<file path="src/whirlpool_hash_defines.svh">
// Assertion helpers used by the whirlpool hash sequencer (whirl_ctrl).
`ifndef WHIRLPOOL_HASH_DEFINES_SVH
`define WHIRLPOOL_HASH_DEFINES_SVH

// Clocked check, masked while reset is asserted.
`define WH_ASSERT(lbl, prop, msg) \
  lbl: assert property (@(posedge clk_i) disable iff (!rst_ni) prop) else $error(msg);

// Clocked check that also holds during reset.
`define WH_ASSERT_ALWAYS(lbl, prop, msg) \
  lbl: assert property (@(posedge clk_i) prop) else $error(msg);

`endif

</file>
<file path="src/whirl_pkg.sv">
// ----------------------------------------------------------------------------
// whirl_pkg
// Types, constants and round function of the Whirlpool-512 hash block.
// ----------------------------------------------------------------------------
`default_nettype none

package whirl_pkg;

  localparam int unsigned RoundsDefault = 10;

  localparam logic [7:0] SBOX [256] = '{
    8'h18,8'h23,8'hC6,8'hE8,8'h87,8'hB8,8'h01,8'h4F,8'h36,8'hA6,8'hD2,8'hF5,8'h79,8'h6F,8'h91,8'h52,
    8'h60,8'hBC,8'h9B,8'h8E,8'hA3,8'h0C,8'h7B,8'h35,8'h1D,8'hE0,8'hD7,8'hC2,8'h2E,8'h4B,8'hFE,8'h57,
    8'h15,8'h77,8'h37,8'hE5,8'h9F,8'hF0,8'h4A,8'hDA,8'h58,8'hC9,8'h29,8'h0A,8'hB1,8'hA0,8'h6B,8'h85,
    8'hBD,8'h5D,8'h10,8'hF4,8'hCB,8'h3E,8'h05,8'h67,8'hE4,8'h27,8'h41,8'h8B,8'hA7,8'h7D,8'h95,8'hD8,
    8'hFB,8'hEE,8'h7C,8'h66,8'hDD,8'h17,8'h47,8'h9E,8'hCA,8'h2D,8'hBF,8'h07,8'hAD,8'h5A,8'h83,8'h33,
    8'h63,8'h02,8'hAA,8'h71,8'hC8,8'h19,8'h49,8'hD9,8'hF2,8'hE3,8'h5B,8'h88,8'h9A,8'h26,8'h32,8'hB0,
    8'hE9,8'h0F,8'hD5,8'h80,8'hBE,8'hCD,8'h34,8'h48,8'hFF,8'h7A,8'h90,8'h5F,8'h20,8'h68,8'h1A,8'hAE,
    8'hB4,8'h54,8'h93,8'h22,8'h64,8'hF1,8'h73,8'h12,8'h40,8'h08,8'hC3,8'hEC,8'hDB,8'hA1,8'h8D,8'h3D,
    8'h97,8'h00,8'hCF,8'h2B,8'h76,8'h82,8'hD6,8'h1B,8'hB5,8'hAF,8'h6A,8'h50,8'h45,8'hF3,8'h30,8'hEF,
    8'h3F,8'h55,8'hA2,8'hEA,8'h65,8'hBA,8'h2F,8'hC0,8'hDE,8'h1C,8'hFD,8'h4D,8'h92,8'h75,8'h06,8'h8A,
    8'hB2,8'hE6,8'h0E,8'h1F,8'h62,8'hD4,8'hA8,8'h96,8'hF9,8'hC5,8'h25,8'h59,8'h84,8'h72,8'h39,8'h4C,
    8'h5E,8'h78,8'h38,8'h8C,8'hD1,8'hA5,8'hE2,8'h61,8'hB3,8'h21,8'h9C,8'h1E,8'h43,8'hC7,8'hFC,8'h04,
    8'h51,8'h99,8'h6D,8'h0D,8'hFA,8'hDF,8'h7E,8'h24,8'h3B,8'hAB,8'hCE,8'h11,8'h8F,8'h4E,8'hB7,8'hEB,
    8'h3C,8'h81,8'h94,8'hF7,8'hB9,8'h13,8'h2C,8'hD3,8'hE7,8'h6E,8'hC4,8'h03,8'h56,8'h44,8'h7F,8'hA9,
    8'h2A,8'hBB,8'hC1,8'h53,8'hDC,8'h0B,8'h9D,8'h6C,8'h31,8'h74,8'hF6,8'h46,8'hAC,8'h89,8'h14,8'hE1,
    8'h16,8'h3A,8'h69,8'h09,8'h70,8'hB6,8'hD0,8'hED,8'hCC,8'h42,8'h98,8'hA4,8'h28,8'h5C,8'hF8,8'h86
  };

  localparam logic [3:0] MIX_ROW [8] = '{4'h1, 4'h1, 4'h4, 4'h1, 4'h8, 4'h5, 4'h2, 4'h9};
  localparam logic [7:0] MIX_POLY = 8'h1D;

  typedef enum logic [2:0] {
    ST_IDLE, ST_PAD, ST_FIX, ST_CSTART, ST_KEY, ST_STATE, ST_CEND, ST_OUT
  } ctrl_state_e;

  typedef enum logic [1:0] {AFT_IDLE, AFT_FIX, AFT_OUT} after_e;

  typedef struct packed {
    logic       load;
    logic       fix;
    logic       cstart;
    logic       key_rnd;
    logic       st_rnd;
    logic       cend;
    logic       clear;
    logic [2:0] oidx;
  } dp_cmd_t;

  typedef struct packed {
    logic pos7;
    logic full;
    logic extra;
  } dp_stat_t;

  function automatic logic [7:0] xtime(input logic [7:0] a);
    xtime = {a[6:0], 1'b0} ^ (a[7] ? MIX_POLY : 8'h00);
  endfunction

  function automatic logic [7:0] gf_mul(input logic [7:0] a, input logic [3:0] m);
    logic [7:0] a2, a4, a8;
    a2 = xtime(a);
    a4 = xtime(a2);
    a8 = xtime(a4);
    gf_mul = (m[0] ? a : 8'h00) ^ (m[1] ? a2 : 8'h00) ^
             (m[2] ? a4 : 8'h00) ^ (m[3] ? a8 : 8'h00);
  endfunction

  // Byte (r,c) sits at bits 511-8*(8r+c) downward.
  function automatic logic [511:0] w_round(input logic [511:0] st, input logic [511:0] k);
    logic [7:0] t [64];
    logic [7:0] acc;
    for (int r = 0; r < 8; r++) begin
      for (int c = 0; c < 8; c++) begin
        t[r*8+c] = SBOX[st[511 - 8*((((r + 8 - c) % 8) * 8) + c) -: 8]];
      end
    end
    for (int r = 0; r < 8; r++) begin
      for (int c = 0; c < 8; c++) begin
        acc = 8'h00;
        for (int j = 0; j < 8; j++) begin
          acc = acc ^ gf_mul(t[r*8+j], MIX_ROW[(c + 8 - j) % 8]);
        end
        w_round[511 - 8*(r*8+c) -: 8] = acc ^ k[511 - 8*(r*8+c) -: 8];
      end
    end
  endfunction

endpackage

`default_nettype wire

</file>
<file path="src/whirl_ctrl.sv">
// ----------------------------------------------------------------------------
// whirl_ctrl
// Sequencer: absorb, padding steps, round schedule and digest output.
// ----------------------------------------------------------------------------
`default_nettype none

`include "whirlpool_hash_defines.svh"

module whirl_ctrl #(
  parameter int unsigned ROUNDS = whirl_pkg::RoundsDefault,
  localparam int unsigned RW = (ROUNDS > 1) ? $clog2(ROUNDS) : 1
) (
  input  wire                  clk_i,
  input  wire                  rst_ni,
  input  wire                  in_valid_i,
  input  wire                  in_last_i,
  output logic                 in_ready_o,
  output logic                 out_valid_o,
  input  wire                  out_ready_i,
  input  whirl_pkg::dp_stat_t  stat_i,
  output whirl_pkg::dp_cmd_t   cmd_o,
  output logic [RW-1:0]        rnd_o
);

  localparam logic [RW-1:0] RndLast = RW'(ROUNDS - 1);

  whirl_pkg::ctrl_state_e state_q, state_d;
  whirl_pkg::after_e      aft_q, aft_d;
  logic [RW-1:0]          rnd_q, rnd_d;
  logic [2:0]             oidx_q, oidx_d;

  always_ff @(posedge clk_i or negedge rst_ni) begin
    if (!rst_ni) begin
      state_q <= whirl_pkg::ST_IDLE;
      aft_q   <= whirl_pkg::AFT_IDLE;
      rnd_q   <= '0;
      oidx_q  <= '0;
    end else begin
      state_q <= state_d;
      aft_q   <= aft_d;
      rnd_q   <= rnd_d;
      oidx_q  <= oidx_d;
    end
  end

  always_comb begin
    state_d     = state_q;
    aft_d       = aft_q;
    rnd_d       = rnd_q;
    oidx_d      = oidx_q;
    cmd_o       = '0;
    cmd_o.oidx  = oidx_q;
    in_ready_o  = 1'b0;
    out_valid_o = 1'b0;
    unique case (state_q)
      whirl_pkg::ST_IDLE: begin
        in_ready_o = 1'b1;
        if (in_valid_i) begin
          cmd_o.load = 1'b1;
          if (in_last_i) begin
            state_d = whirl_pkg::ST_PAD;
          end else if (stat_i.pos7) begin
            aft_d   = whirl_pkg::AFT_IDLE;
            state_d = whirl_pkg::ST_CSTART;
          end
        end
      end
      whirl_pkg::ST_PAD: begin
        if (stat_i.full || stat_i.extra) begin
          aft_d   = whirl_pkg::AFT_FIX;
          state_d = whirl_pkg::ST_CSTART;
        end else begin
          state_d = whirl_pkg::ST_FIX;
        end
      end
      whirl_pkg::ST_FIX: begin
        cmd_o.fix = 1'b1;
        aft_d     = whirl_pkg::AFT_OUT;
        state_d   = whirl_pkg::ST_CSTART;
      end
      whirl_pkg::ST_CSTART: begin
        cmd_o.cstart = 1'b1;
        rnd_d        = '0;
        state_d      = whirl_pkg::ST_KEY;
      end
      whirl_pkg::ST_KEY: begin
        cmd_o.key_rnd = 1'b1;
        state_d       = whirl_pkg::ST_STATE;
      end
      whirl_pkg::ST_STATE: begin
        cmd_o.st_rnd = 1'b1;
        if (rnd_q == RndLast) begin
          state_d = whirl_pkg::ST_CEND;
        end else begin
          rnd_d   = rnd_q + RW'(1);
          state_d = whirl_pkg::ST_KEY;
        end
      end
      whirl_pkg::ST_CEND: begin
        cmd_o.cend = 1'b1;
        unique case (aft_q)
          whirl_pkg::AFT_FIX: state_d = whirl_pkg::ST_FIX;
          whirl_pkg::AFT_OUT: begin
            oidx_d  = '0;
            state_d = whirl_pkg::ST_OUT;
          end
          default: state_d = whirl_pkg::ST_IDLE;
        endcase
      end
      whirl_pkg::ST_OUT: begin
        out_valid_o = 1'b1;
        if (out_ready_i) begin
          if (oidx_q == 3'd7) begin
            cmd_o.clear = 1'b1;
            state_d     = whirl_pkg::ST_IDLE;
          end else begin
            oidx_d = oidx_q + 3'd1;
          end
        end
      end
      default: state_d = whirl_pkg::ST_IDLE;
    endcase
  end

  assign rnd_o = rnd_q;

  `WH_ASSERT(a_no_overlap, !(in_ready_o && out_valid_o), "input taken while digest pending")
  `WH_ASSERT(a_done_idle, (out_valid_o && out_ready_i && oidx_q == 3'd7) |=> in_ready_o, "no return to idle after digest")
  `WH_ASSERT(a_key_then_state, (state_q == whirl_pkg::ST_KEY) |=> (state_q == whirl_pkg::ST_STATE), "key round not followed by state round")
  `WH_ASSERT_ALWAYS(a_rnd_range, rnd_q <= RndLast, "round counter out of range")

endmodule

`default_nettype wire

</file>
<file path="config.mk">
export PLATFORM = sky130hd
export DESIGN_NAME = whirl_ctrl
export DESIGN_NICKNAME = d
export VERILOG_FILES = /design/src/whirl_pkg.sv /design/src/whirl_ctrl.sv
export VERILOG_INCLUDE_DIRS = /design/src /design/src/src
export SDC_FILE = /design/constraint.sdc
export NUM_CORES = 1
export LEC_CHECK = 0
export ABC_CLOCK_PERIOD_IN_PS = 2400
export CORE_AREA = 2 2 39 41
export CTS_CLUSTER_SIZE = 24
export DETAILED_ROUTE_END_ITERATION = 8
export DIE_AREA = 0 0 41 43
export DONT_BUFFER_PORTS = 1
export HOLD_SLACK_MARGIN = 0.15
export MAX_ROUTING_LAYER = met4
export PLACE_DENSITY_LB_ADDON = 0.15
export SKIP_LAST_GASP = 1
export SYNTH_ARGS = -nofsm -noshare
export SYNTH_HDL_FRONTEND = slang
export SYNTH_SLANG_ARGS = --single-unit
</file>
<file path="constraint.sdc">
create_clock -name clk_i -period 2.4 [get_ports clk_i]
set_clock_uncertainty 0.05 [all_clocks]
set_input_delay 0.24 -clock clk_i [delete_from_list [all_inputs] [get_ports clk_i]]
set_output_delay 0.24 -clock clk_i [all_outputs]
set_load 0.005 [all_outputs]
</file>
==> impl_results.md <==
- Main area contributors after synthesis: dfrtp_1, ha_1, mux2i_1
- Layout Cells excl Fill: 105
- Yosys reg bits: 12
- Min Tclk post-route: 1.92 ns
- Status: complete, no violations
- CTS resizes: 0
- Tightest Hold Check Type: in -> reg
- Initial antenna violation count: 0
- Final Slew Violations: 0
- Data required time at the worst endpoint: about 2.1 ns
- Iter 0 DRT Violations: 5
- DRC: 0
- Setup crit end kind: output port
- Syn nets: 103
- RSZ-0062 raised after global routing: false
- GPL Wtd Cong: around 0.65
- R2R depth: 5
- Mapped Area: 840 um2
- Area leader, netlist: dfrtp_1
- Max-cap violations: 0
- Peak per-stage delay on the critical path: ~0.74 ns
- Post-Synth XOR/XNOR Area: 0%
- Layout cells sized above 1: between 10% and 20%
- Crit path cell chain: and3_1, and3_1
- PD cells: 1240 mW/mm2
- Period utilization: between 80% and 90%
- Area share of the largest cell type after synthesis: approximately 36%
- Final Setup Violations: 0
- Max-slew headroom: between 50% and 60%
- I/O pin count: 24
- Worst Setup SP: state_q[0]
- Antenna Cells: 0
- Worst r2r dst: oidx_q[2]
- Post-DP HPWL: between 1000 and 1500 um
- Core footprint: 0.00138 mm2
- Vias in the first global route: around 660
- Total die area: roughly 0.0018 mm2
- Sequential share of the synthesized area: a little over a third
- WS Path Type: reg -> out
- Setup Total Neg Slack: 0 ns
- VDD IR max: slightly below 0.7 mV
- # hold bufs at CTS: 2
- CTS tree: built
- Final worst-path setup slack: 0.479 ns
- Most used cell, CP: and3_1
- Multi-input logic area: between 400 and 500 um2
- Layout area overhead: 3.73%
- Startpoint Class: register
- Clock Pin Slew Worst Setup and Hold Paths: ~0.080 ns
- Synth Area in Simple Gates: 23.2%
- Synth Area in Adders: 8.94%
- Chip width: about 40 um
- Rows: 14
- DP Worst Slack: 0.756 ns
- Final antenna-violating net count: 0
- Vias post-DR: approximately 640
- Total global-route track usage: approximately 23%
- Mux contribution to synthesized area: a little over 7%
- Least-Margin Pin Slew: slightly above 0.6 ns
- Slowest stage cell, crit path: dfrtp_1
- Largest net degree at the start of global routing: 21
- Sink Count: 12
- Nets: roughly 100
- Reg area: roughly 300 um2
- Root Buffer: clkbuf_4
- Die height: about 43 um
- Clk_lat worst skew: 0.27 ns
- Placed insts: slightly below 100
- Distinct cells, synth: 33
- Pleak: between 0.4 and 0.5 nW
- Total congestion overflow: 0
- Fillers: 130
- Initial core utilization: about 61%
- Post-Synthesis Cells: between 80 and 90
- Port bufs: 0
- Number of setup buffers added after CTS: 0
- Critical Path Sink: cmd_o[3]
- Syn avg cell area: roughly 9.4 um2
- Post-synthesis compound-gate area fraction: between 15 and 20%
- Synth Warn #: 0
- Final WL: 1560 um
- FF-to-FF Start: oidx_q[0]
- Main combinational cell family by area after synthesis: simple AND/OR/NAND/NOR gates
- Average wire per standard cell: between 10 and 15 um
- First-pass GRT wire length: approximately 2600 um
- Clock tree buffer depth: 2
- Pre-Repair DR Iteration Count: 3
- H-tree levels: 1
- Worst Path Arrival: 1.63 ns
- Inserted Clock Buffers: 3
- Final Hold Fails: 0
- Achievable clock frequency: about 520 MHz
- Reg2Reg Setup Slack: roughly 0.75 ns
- Vias per Instance: between 6 and 7
- Critical Path Fanout Max: 20
-- metrics by stage --
| step | utilization, % | hold slack (ns) | area, um2 | power [W] |
|---|---|---|---|---|
| floorplan | - | -0.106 | 840 | 0.000869 |
| global placement | 58.9 | -0.105 | 815 | 0.000894 |
| detailed placement | 58.9 | -0.105 | 815 | 0.000918 |
| CTS | 62.9 | 0.155 | 871 | 0.00109 |
| global route | 62.9 | 0.197 | 871 | 0.00119 |
| finish | 62.9 | 0.162 | 871 | 0.00108 |
-- worst min-delay path by stage --
stage,startpoint,endpoint,slack [ns],cells past startpoint
4_1_cts,in_valid_i,state_q[1],0.15,3
3_3_place_gp,rst_ni,oidx_q[1],-0.11,0
3_5_place_dp,rst_ni,oidx_q[1],-0.11,0
5_1_grt,out_ready_i,state_q[0],0.20,2
2_1_floorplan,rst_ni,aft_q[0],-0.11,0
6_report,in_valid_i,state_q[1],0.16,3
-- flip-flops by register name, indices dropped and copies added, names as in the netlist --
register,cells
aft_q,2
oidx_q,3
rnd_o,4
state_q,3
-- cells in the final DEF, fill, tap and decap left out, types with 2 or more instances in the layout --
cell type	Yosys	routed
nand3_1	2	2
a21oi_2	2	2
inv_1	8	8
nor2_1	2	2
and3_1	2	2
clkbuf_4	0	3
o21ai_0	4	4
nand2_1	10	10
mux2i_1	6	6
nand3b_1	5	5
dfrtp_1	12	12
a21oi_1	4	4
nand2b_1	3	3
ha_1	6	6
dlygate4sd3_1	0	2
-- layout make-up --
| type | count | share of cell area [%] |
|---|---|---|
| Clock buffer | 4 | 4.17 |
| Timing Repair Buffer | 2 | 2.30 |
| Tap cell | 16 | 2.30 |
| Inverter | 8 | 3.45 |
| Sequential cell | 12 | 34.5 |
| Multi-Input combinational cell | 63 | 53.3 |
-- logic make-up (layout without fill, tap and decap cells) --
group           after synthesis  in the layout
fa+ha+maj                     6              6
mux                           6              6
flops                        12             12
compound gates               18             18
buf+inv                      14             14
simple gates                 33             33
-- worst max-delay path: cells and delay by family, from the launching register on --
| family | cells | cell delay [ns] |
|---|---|---|
| flops | 1 | 0.74 |
| simple gates | 2 | 0.61 |
-- cell usage after synthesis --
library cell,number
a21boi_4,1
nor2_1,2
o31a_1,1
nor3_2,1
and3_1,2
o21ai_0,4
buf_2,3
a31o_2,1
o22ai_1,1
nand2_1,10
a21oi_2,2
ha_1,6
and2_1,1
nand3_1,2
a21oi_1,4
o221ai_1,1
dfrtp_1,12
o21bai_1,1
buf_6,2
mux2i_1,6
nand3b_1,5
nand4_1,1
and4bb_2,1
a221oi_1,1
nor3_1,1
buf_4,1
or3_1,1
inv_1,8
nand3b_2,1
nor2b_1,1
a2bb2oi_1,1
nor3b_1,1
nand2b_1,3
-- layer usage --
metal  part of all wire, %  track usage, %
met5                     0               -
met4                   1.2            14.0
met3                   5.6            3.14
met2                    45            31.3
met1                    48            30.5
-- power breakdown --
| part | switching, W | internal (W) | leakage [nW] |
|---|---|---|---|
| logic | 0.000204 | 0.000228 | 0.241 |
| registers | 0.000192 | 0.000293 | 0.150 |
| clock network | 0.0000686 | 0.0000922 | 0.0210 |
| total | 0.000464 | 0.000613 | 0.412 |
Note: power is estimated with default switching activity, not from simulation.
